**config.mk**
```make
export PLATFORM = sky130hd
export DESIGN_NAME = lockstep_thread_wake_scheduler_flat
export DESIGN_NICKNAME = d
export VERILOG_FILES = /design/src/rtl/ltws_pkg.sv /design/src/rtl/ltws_if.sv /design/src/rtl/ltws_datapath.sv /design/src/rtl/ltws_ctrl.sv /design/src/rtl/lockstep_thread_wake_scheduler.sv /design/src/flat_wrapper.sv
export SDC_FILE = /design/constraint.sdc
export NUM_CORES = 2
export LEC_CHECK = 0
export BUFFER_PORTS_ARGS = -buffer_cell sky130_fd_sc_hd__buf_2
export CORE_UTILIZATION = 45
export CTS_CLUSTER_DIAMETER = 60
export CTS_CLUSTER_SIZE = 24
export DETAILED_ROUTE_END_ITERATION = 16
export GPL_TIMING_DRIVEN = 0
export HOLD_SLACK_MARGIN = 0.05
export PLACE_DENSITY_LB_ADDON = 0.15
export RECOVER_POWER = 25
export SLEW_MARGIN = 40
export SYNTH_ARGS = -nofsm -noshare
export SYNTH_HDL_FRONTEND = slang
export SYNTH_SLANG_ARGS = --single-unit
export TNS_END_PERCENT = 100
```
**constraint.sdc**
```tcl
create_clock -name clk -period 10.7 [get_ports clk]
set_input_delay 1.605 -clock clk [delete_from_list [all_inputs] [get_ports clk]]
set_output_delay 1.605 -clock clk [all_outputs]
set_load 0.05 [all_outputs]
```
**src/rtl/ltws_pkg.sv**
```systemverilog
`timescale 1ns / 1ps
// ----------------------------------------------------------------------------
// ltws_pkg: shared types and constants
// Opcodes, widths and controller/datapath command and status structs.
// ----------------------------------------------------------------------------
package ltws_pkg;
    localparam int MaxThreads = 16;
    localparam int IdxW = $clog2(MaxThreads);
    localparam int CntW = $clog2(MaxThreads + 1);
    localparam int KeyW = 64;
    localparam int IdW = 4;

    localparam logic [2:0] OP_INSERT = 3'd0;
    localparam logic [2:0] OP_SLEEP = 3'd1;
    localparam logic [2:0] OP_AWAKE = 3'd2;
    localparam logic [2:0] OP_RMINUS = 3'd3;
    localparam logic [2:0] OP_RPLUS = 3'd4;
    localparam logic [2:0] OP_CHANGED = 3'd5;

    typedef struct packed {
        logic [2:0] op;
        logic [IdW-1:0] thread_id;
        logic [KeyW-1:0] instr_count;
    } in_t;

    typedef struct packed {
        logic slept;
        logic woke_valid;
        logic [IdW-1:0] woke_thread;
        logic min_changed;
        logic is_empty;
        logic queue_full;
        logic [CntW-1:0] running_now;
    } out_t;

    // controller -> datapath
    typedef struct packed {
        logic exec;
    } cmd_t;

    // datapath -> controller
    typedef struct packed {
        logic done;
    } stat_t;
endpackage

```
**src/rtl/ltws_if.sv**
```systemverilog
`timescale 1ns / 1ps
// ----------------------------------------------------------------------------
// ltws_in_if / ltws_out_if: valid/ready channels
// Input operation and result channels.
// ----------------------------------------------------------------------------
interface ltws_in_if import ltws_pkg::*; ();
    logic valid;
    logic ready;
    logic [2:0] op;
    logic [IdW-1:0] thread_id;
    logic [KeyW-1:0] instr_count;
    modport source (output valid, op, thread_id, instr_count, input ready);
    modport sink (input valid, op, thread_id, instr_count, output ready);
endinterface

interface ltws_out_if import ltws_pkg::*; ();
    logic valid;
    logic ready;
    logic slept;
    logic woke_valid;
    logic [IdW-1:0] woke_thread;
    logic min_changed;
    logic is_empty;
    logic queue_full;
    logic [CntW-1:0] running_now;
    modport source (output valid, slept, woke_valid, woke_thread, min_changed,
                    is_empty, queue_full, running_now, input ready);
    modport sink (input valid, slept, woke_valid, woke_thread, min_changed,
                  is_empty, queue_full, running_now, output ready);
endinterface

```
**src/rtl/ltws_datapath.sv**
```systemverilog
`timescale 1ns / 1ps
// ----------------------------------------------------------------------------
// ltws_datapath: sorted cell chain and counters
// Each cell compares its key with the new key; insert and pop shift in place.
// ----------------------------------------------------------------------------
module ltws_datapath
    import ltws_pkg::*;
(
    input  logic  clk,
    input  logic  rst_n,
    input  cmd_t  cmd,
    input  in_t   item,
    output out_t  res,
    output stat_t stat
);
    logic [KeyW-1:0] key_reg [MaxThreads];
    logic [IdW-1:0] id_reg [MaxThreads];
    logic [CntW-1:0] len_reg, len_next;
    logic [CntW-1:0] run_reg, run_next;
    logic [KeyW-1:0] cmin_reg, cmin_next;
    logic [KeyW-1:0] rmin_reg, rmin_next;

    logic full, empty, do_put, do_pop;
    logic [MaxThreads-1:0] ge; // slot key >= new key (insert before it)
    logic [MaxThreads-1:0] ge_prev; // ge of the cell to the left, 0 at the head
    out_t r;

    assign full = (len_reg == CntW'(MaxThreads));
    assign empty = (len_reg == '0);
    assign ge_prev = {ge[MaxThreads-2:0], 1'b0};

    always_comb
    begin
        for (int i = 0; i < MaxThreads; i++)
        begin
            ge[i] = (CntW'(i) >= len_reg) || (key_reg[i] >= item.instr_count);
        end
    end

    always_comb
    begin
        r = '0;
        do_put = 1'b0;
        do_pop = 1'b0;
        len_next = len_reg;
        run_next = run_reg;
        cmin_next = cmin_reg;
        rmin_next = rmin_reg;
        case (item.op)
            OP_INSERT:
            begin
                if (full) r.queue_full = 1'b1;
                else do_put = 1'b1;
            end
            OP_SLEEP:
            begin
                if (run_reg == CntW'(1) && (empty || item.instr_count <= key_reg[0]))
                    cmin_next = item.instr_count;
                else if (full)
                    r.queue_full = 1'b1;
                else
                begin
                    if (run_reg != '0) run_next = run_reg - 1'b1;
                    do_put = 1'b1;
                    r.slept = 1'b1;
                end
            end
            OP_AWAKE:
            begin
                if (!empty && (run_reg == '0 || cmin_reg >= key_reg[0]))
                begin
                    if (run_reg == '0) cmin_next = key_reg[0];
                    do_pop = 1'b1;
                    r.woke_valid = 1'b1;
                    r.woke_thread = id_reg[0];
                    if (run_reg != CntW'(MaxThreads)) run_next = run_reg + 1'b1;
                end
            end
            OP_RMINUS: if (run_reg != '0) run_next = run_reg - 1'b1;
            OP_RPLUS: if (run_reg != CntW'(MaxThreads)) run_next = run_reg + 1'b1;
            OP_CHANGED:
            begin
                r.min_changed = (cmin_reg != rmin_reg);
                rmin_next = cmin_reg;
            end
            default: ;
        endcase
        if (do_put) len_next = len_reg + 1'b1;
        if (do_pop) len_next = len_reg - 1'b1;
        r.is_empty = (run_next == '0) && (len_next == '0);
        r.running_now = run_next;
    end

    // cell chain: shift right from insert point, or left on pop
    always_ff @(posedge clk)
    begin
        if (cmd.exec)
        begin
            if (do_put)
            begin
                for (int i = 0; i < MaxThreads; i++)
                begin
                    if (ge[i] && !ge_prev[i])
                    begin
                        key_reg[i] <= item.instr_count;
                        id_reg[i] <= item.thread_id;
                    end
                    else if (ge_prev[i])
                    begin
                        key_reg[i] <= key_reg[(i == 0) ? 0 : i-1];
                        id_reg[i] <= id_reg[(i == 0) ? 0 : i-1];
                    end
                end
            end
            else if (do_pop)
            begin
                for (int i = 0; i < MaxThreads - 1; i++)
                begin
                    key_reg[i] <= key_reg[i+1];
                    id_reg[i] <= id_reg[i+1];
                end
            end
        end
    end

    always_ff @(posedge clk or negedge rst_n)
    begin
        if (!rst_n)
        begin
            len_reg <= '0;
            run_reg <= '0;
            cmin_reg <= '0;
            rmin_reg <= '0;
            res <= '0;
            stat <= '0;
        end
        else
        begin
            stat.done <= cmd.exec;
            if (cmd.exec)
            begin
                len_reg <= len_next;
                run_reg <= run_next;
                cmin_reg <= cmin_next;
                rmin_reg <= rmin_next;
                res <= r;
            end
        end
    end
endmodule

```
**src/rtl/ltws_ctrl.sv**
```systemverilog
`timescale 1ns / 1ps
// ----------------------------------------------------------------------------
// ltws_ctrl: handshake controller
// Accepts a transaction, holds the result until taken.
// ----------------------------------------------------------------------------
module ltws_ctrl
    import ltws_pkg::*;
(
    input  logic  clk,
    input  logic  rst_n,
    input  logic  in_valid,
    output logic  in_ready,
    output logic  out_valid,
    input  logic  out_ready,
    input  stat_t stat,
    output cmd_t  cmd
);
    localparam logic S_IDLE = 1'b0;
    localparam logic S_HOLD = 1'b1;
    logic state_reg, state_next;

    // take a new item when the result slot is empty or being drained
    assign in_ready = (state_reg == S_IDLE) || out_ready;
    assign cmd.exec = in_valid && in_ready;
    assign out_valid = (state_reg == S_HOLD);

    always_comb
    begin
        state_next = state_reg;
        case (state_reg)
            S_IDLE: if (cmd.exec) state_next = S_HOLD;
            S_HOLD: if (out_ready && !cmd.exec) state_next = S_IDLE;
            default: state_next = S_IDLE;
        endcase
    end

    always_ff @(posedge clk or negedge rst_n)
    begin
        if (!rst_n) state_reg <= S_IDLE;
        else state_reg <= state_next;
    end
endmodule

```
**src/rtl/lockstep_thread_wake_scheduler.sv**
```systemverilog
`timescale 1ns / 1ps
// ----------------------------------------------------------------------------
// lockstep_thread_wake_scheduler: sorted wait queue with running counter
// Top level joining the handshake controller and the cell-chain datapath.
// ----------------------------------------------------------------------------
// Each operation transaction gives exactly one result transaction. The wait
// queue is a chain of sixteen cells that all compare with the new key at
// once, so an insert or a pop shifts the chain in place. Results sit in an
// output register, and a new operation is taken in the same cycle the held
// result is drained, so one operation per cycle is sustained while the sink
// keeps ready high.
// Queue entries hold no reset value; only occupied slots are ever read.
module lockstep_thread_wake_scheduler
    import ltws_pkg::*;
(
    input logic clk,
    input logic rst_n,
    ltws_in_if.sink in_ch,
    ltws_out_if.source out_ch
);
    cmd_t cmd;
    stat_t stat;
    in_t item;
    out_t res;

    assign item.op = in_ch.op;
    assign item.thread_id = in_ch.thread_id;
    assign item.instr_count = in_ch.instr_count;

    ltws_ctrl u_ctrl (
        .clk(clk), .rst_n(rst_n),
        .in_valid(in_ch.valid), .in_ready(in_ch.ready),
        .out_valid(out_ch.valid), .out_ready(out_ch.ready),
        .stat(stat), .cmd(cmd)
    );

    ltws_datapath u_dp (
        .clk(clk), .rst_n(rst_n), .cmd(cmd), .item(item), .res(res), .stat(stat)
    );

    assign out_ch.slept = res.slept;
    assign out_ch.woke_valid = res.woke_valid;
    assign out_ch.woke_thread = res.woke_thread;
    assign out_ch.min_changed = res.min_changed;
    assign out_ch.is_empty = res.is_empty;
    assign out_ch.queue_full = res.queue_full;
    assign out_ch.running_now = res.running_now;
endmodule

```
**src/flat_wrapper.sv**
```systemverilog
// flat-port wrapper written by rule: the top's interface ports become plain ports
module lockstep_thread_wake_scheduler_flat import ltws_pkg::*;
  (clk, rst_n, in_ch_valid, in_ch_op, in_ch_thread_id, in_ch_instr_count, in_ch_ready, out_ch_valid, out_ch_slept, out_ch_woke_valid, out_ch_woke_thread, out_ch_min_changed, out_ch_is_empty, out_ch_queue_full, out_ch_running_now, out_ch_ready);
  ltws_in_if in_ch_i ();
  ltws_out_if out_ch_i ();
  input logic clk;
  input logic rst_n;
  input wire logic [$bits(in_ch_i.valid)-1:0] in_ch_valid;
  input wire logic [$bits(in_ch_i.op)-1:0] in_ch_op;
  input wire logic [$bits(in_ch_i.thread_id)-1:0] in_ch_thread_id;
  input wire logic [$bits(in_ch_i.instr_count)-1:0] in_ch_instr_count;
  output wire logic [$bits(in_ch_i.ready)-1:0] in_ch_ready;
  output wire logic [$bits(out_ch_i.valid)-1:0] out_ch_valid;
  output wire logic [$bits(out_ch_i.slept)-1:0] out_ch_slept;
  output wire logic [$bits(out_ch_i.woke_valid)-1:0] out_ch_woke_valid;
  output wire logic [$bits(out_ch_i.woke_thread)-1:0] out_ch_woke_thread;
  output wire logic [$bits(out_ch_i.min_changed)-1:0] out_ch_min_changed;
  output wire logic [$bits(out_ch_i.is_empty)-1:0] out_ch_is_empty;
  output wire logic [$bits(out_ch_i.queue_full)-1:0] out_ch_queue_full;
  output wire logic [$bits(out_ch_i.running_now)-1:0] out_ch_running_now;
  input wire logic [$bits(out_ch_i.ready)-1:0] out_ch_ready;
  assign in_ch_i.valid = in_ch_valid;
  assign in_ch_i.op = in_ch_op;
  assign in_ch_i.thread_id = in_ch_thread_id;
  assign in_ch_i.instr_count = in_ch_instr_count;
  assign in_ch_ready = in_ch_i.ready;
  assign out_ch_valid = out_ch_i.valid;
  assign out_ch_slept = out_ch_i.slept;
  assign out_ch_woke_valid = out_ch_i.woke_valid;
  assign out_ch_woke_thread = out_ch_i.woke_thread;
  assign out_ch_min_changed = out_ch_i.min_changed;
  assign out_ch_is_empty = out_ch_i.is_empty;
  assign out_ch_queue_full = out_ch_i.queue_full;
  assign out_ch_running_now = out_ch_i.running_now;
  assign out_ch_i.ready = out_ch_ready;
  lockstep_thread_wake_scheduler u_core (.clk(clk), .rst_n(rst_n), .in_ch(in_ch_i), .out_ch(out_ch_i));
endmodule
```
==> flow_summary.yaml <==
logic_synthesis:
  synth-adder-area-share_pct: 16.38
  ys_seq_area_share_pct: 43.46
  syn_area_um2: 83700
  syn_inst: 8058
  synthArstFlopShare_pct: 11.97
  yosys_warnings: 0
  synth_edf_count: 1088
  synth.distinct_cells: 75
  ys.flop_type: "edfxtp_1"
  synth_top_family_by_area: "compound AO/OA/AOI/OAI gates"
  yosys_register_bits: 1236
  synthSimpleGateAreaFrac_pct: 11.06
  yosys-mux-area-fraction_pct: 5.190
  syn_area_per_cell_um2: 10.39
  syn-num-nets: 9229
  synth_compound_gate_area_share_pct: 19.07
  synth-xor-area-share_pct: 0.7534
sta:
  fin_crit_ns: 10.01
  worst_pin_slew_ns: 4.036
  fmax_mhz: 99.89
  maxSlewViolCount: 273
  fin_crit_sh_pct: 93.57
  slew_headroom_pct: -169.1
  hold_viol_final: 0
  setup_violations: 0
  whs_ns: 0.4840
  tns_ns: 0
  fin_skew_ns: 0.03763
  rsz0062_at_grt: "false"
final_layout:
  final_util_pct: 51.10
  drive_above_1_share_pct: 10.45
  fin_nets: 9539
  final_cell_area_um2: 93960
  syn2layout_area_growth_pct: 12.27
  largest_reg_flops: 1024
pwr:
  intPower_mw: 9.943
  p_per_area_nw_per_um2: 166.3
  power_leakage_nw: 38.64
  seqPwrFrac_pct: 40.1
  p_switching_mw: 5.680
  peakVddDrop_mv: 0.1752
  clkPwrFrac_pct: 33.8
  pwr-share-comb_pct: 26.1
  swShare_pct: 36.36
critical_path:
  crit_fanout: 25
  cp-end-kind: "flop"
  path_buf_inv: 7
  path_class: "reg2reg"
  slowest_stage: "clkbuf_1"
  start_kind: "flop"
  crit_family: "buffers and inverters"
  cp_common_cell: "clkbuf_1"
  cp.required_ns: 11.24
  slowest_delay_ns: 1.69
  worstPathCellList: "clkbuf_1 -> inv_1 -> ha_1 -> nand2b_1 -> nor3_1 -> a2111oi_0 -> o211ai_1 -> o21ai_0 -> o211ai_1 -> and2_0 -> clkbuf_1 -> nand2_1 -> clkbuf_1 -> clkbuf_1 -> clkbuf_1 -> nand3_4 -> buf_12"
  critPathArrivalTime_ns: 10.55
route:
  vias: 73711
  drt_iter0_drc: 9902
  vias_per_cell: 6.713
  routedWlPerCell_um: 33.46
  wirelength_um: 367400
  detail-route-antenna-nets: 0
  drt_first_pass_iters: 6
  drc: 0
global_routing:
  grt_pass1_wl_um: 518600
  grt_max_degree: 70
  grt.overflow.total: 0
  grt_pass1_vias: 70886
  antenna_found_initial: 26
  grtUsageTotal_pct: 38.50
clocking:
  cts_resized: 0
  post-cts-setup-buffers: 0
  cts_buffers: 139
  cts_root_buf: "clkbuf_16"
  htreeDepth: 4
  cts.sinks: 1236
  cts_tree: "done"
  hold_buffers: 0
  insertion_delay_ns: 0.85
  ctsLongestPathBuffers: 3
  cts.clk_slew.worst_paths_ns: 0.07
place:
  io_buffers: 86
  place.gp.congestion: 0.9910
  place_area_um2: 89180
  dp_hpwl_um: 289300
floorplanning:
  die_h_um: 433.3
  ios: 91
  die_area_um2: 187700
  rows: 157
  die_w_um: 433.3
  start_util_pct: 45.52
  core_area_um2: 183900
min_path:
  hold_path_class: "reg2reg"
outcome:
  violations: "capacitance limit, slew limit"
  outcome: "complete, but fails checks"
run:
  max-cap-violations: 14
kinds of logic after synthesis:
group                    count (synthesis)
flip-flops                            1236
XOR/XNOR                                72
AND/OR/NAND/NOR                       2080
buffers and inverters                  872
multiplexers                           409
AO/OA/AOI/OAI                         2293
adder cells (fa/ha/maj)               1096
placed cells by master (no fill, tap or decap), drive strengths merged, types with 209 or more instances in the layout:
| cell | synthesis | final |
|---|---|---|
| nor2 | 211 | 211 |
| ha | 1096 | 1096 |
| a21o | 311 | 311 |
| nand2 | 1196 | 1196 |
| a21oi | 506 | 506 |
| o221ai | 276 | 276 |
| clkbuf | 375 | 578 |
| edfxtp | 1088 | 1088 |
| mux2i | 209 | 209 |
| buf | 135 | 248 |
| o21ai | 484 | 484 |
| inv | 362 | 384 |
cell usage after synthesis (4+ instances only):
master / instances / area share, %
a21o_1: 311 / 2.8
o21ai_1: 7 / 0.042
a31o_2: 70 / 0.73
o211ai_1: 93 / 0.83
dfrtp_1: 148 / 4.4
mux2_1: 4 / 0.054
buf_2: 89 / 0.53
or2_2: 13 / 0.097
nor2b_1: 66 / 0.49
xor2_1: 69 / 0.72
nor2_1: 210 / 0.94
nor3_1: 125 / 0.75
a221o_1: 204 / 2.4
mux2_2: 196 / 2.6
a211oi_1: 28 / 0.25
nand2b_1: 49 / 0.37
or4_1: 7 / 0.063
o31ai_1: 75 / 0.67
nor4_1: 44 / 0.33
o311ai_0: 4 / 0.042
o21a_1: 19 / 0.17
a2111oi_0: 12 / 0.13
a21oi_1: 505 / 3.0
and2_1: 7 / 0.052
buf_1: 40 / 0.18
inv_1: 362 / 1.6
o221ai_1: 276 / 2.9
a2111o_1: 4 / 0.054
o41ai_1: 4 / 0.042
a22oi_1: 73 / 0.65
a31oi_1: 15 / 0.11
nand3_1: 121 / 0.72
and3_1: 13 / 0.097
ha_1: 1096 / 16
edfxtp_1: 1088 / 39
and4_1: 13 / 0.14
or3_1: 4 / 0.030
clkbuf_1: 375 / 1.7
nand4_1: 202 / 1.5
mux2i_1: 209 / 2.5
a221oi_1: 14 / 0.15
a32o_1: 68 / 0.81
nand2_1: 1196 / 5.4
o21ai_0: 477 / 2.9
area by class of cell:
class	count	area, um^2
diodes	32	80.08
plain buffers	510	2102
clock buffers	149	3558
clock inverters	109	1296
fillers	16847	89900
inverters	362	1359
multi-input cells	5950	44390
flip-flops and latches	1236	36370
well taps	2464	3083
repair buffers	169	1718
worst register-to-register path, cell delays in order (launching register included):
cell and delay, ns:
dfrtp_1 0.45, clkbuf_1 0.36, inv_1 0.11, ha_1 0.22, nand2b_1 0.17, nor3_1 0.22, a2111oi_0 0.51, o211ai_1 0.28
o21ai_0 0.30, o211ai_1 0.54, and2_0 0.39, clkbuf_1 0.17, nand2_1 1.15, clkbuf_1 0.57, clkbuf_1 1.70, clkbuf_1 1.29
nand3_4 0.79, buf_12 0.43
per-stage QoR:
| stage | std cells | setup slack (ns) | power [mW] |
|---|---|---|---|
| finish | 10981 | 0.6885 | 15.62 |
| global route | 10954 | 0.9269 | 16.02 |
| CTS | 10948 | 2.244 | 15.44 |
| detailed placement | 10690 | 1.381 | 10.25 |
| global placement | 10608 | -8.607 | 10.06 |
| floorplan | 8058 | 1.044 | 8.391 |
per-layer routing:
| metal | GRT usage (%) | wire, um | vias to the layer above |
|---|---|---|---|
| met4 | 23.66 | 25190 | 10 |
| met3 | 10.30 | 40510 | 882 |
| met2 | 56.30 | 155200 | 4509 |
| met1 | 50.59 | 146400 | 36592 |
| li1 | - | - | 31718 |
| met5 | 0 | 69 | - |
final timing paths:
check / to / startpoint / cells after the start / slack, ns
worst max-delay path: u_core.u_dp.key_reg[1][274] / u_core.u_dp.run_reg[0] / 17 / 0.69
worst min-delay path: u_core.u_dp.res[13] / u_core.u_dp.res[13] / 2 / 0.48
worst max register to register: u_core.u_dp.key_reg[1][274] / u_core.u_dp.run_reg[0] / 17 / 0.69
worst min register to register: u_core.u_dp.res[13] / u_core.u_dp.res[13] / 2 / 0.48
max in group asynchronous: u_core.u_dp.cmin_reg[48] / rst_n / 3 / 2.31
min in group asynchronous: u_core.u_dp.res[11] / rst_n / 1 / 1.31
power groups by stage:
stage | logic [mW] | clock network [mW] | registers (mW)
after global routing | 4.29 | 5.44 | 6.29
after floorplan | 2.15 | 0 | 6.24
after global placement | 3.62 | 0 | 6.43
final | 4.08 | 5.28 | 6.26
after CTS | 3.93 | 5.27 | 6.24
after detailed placement | 3.91 | 0 | 6.34
Note: power is estimated with default switching activity, not from simulation.
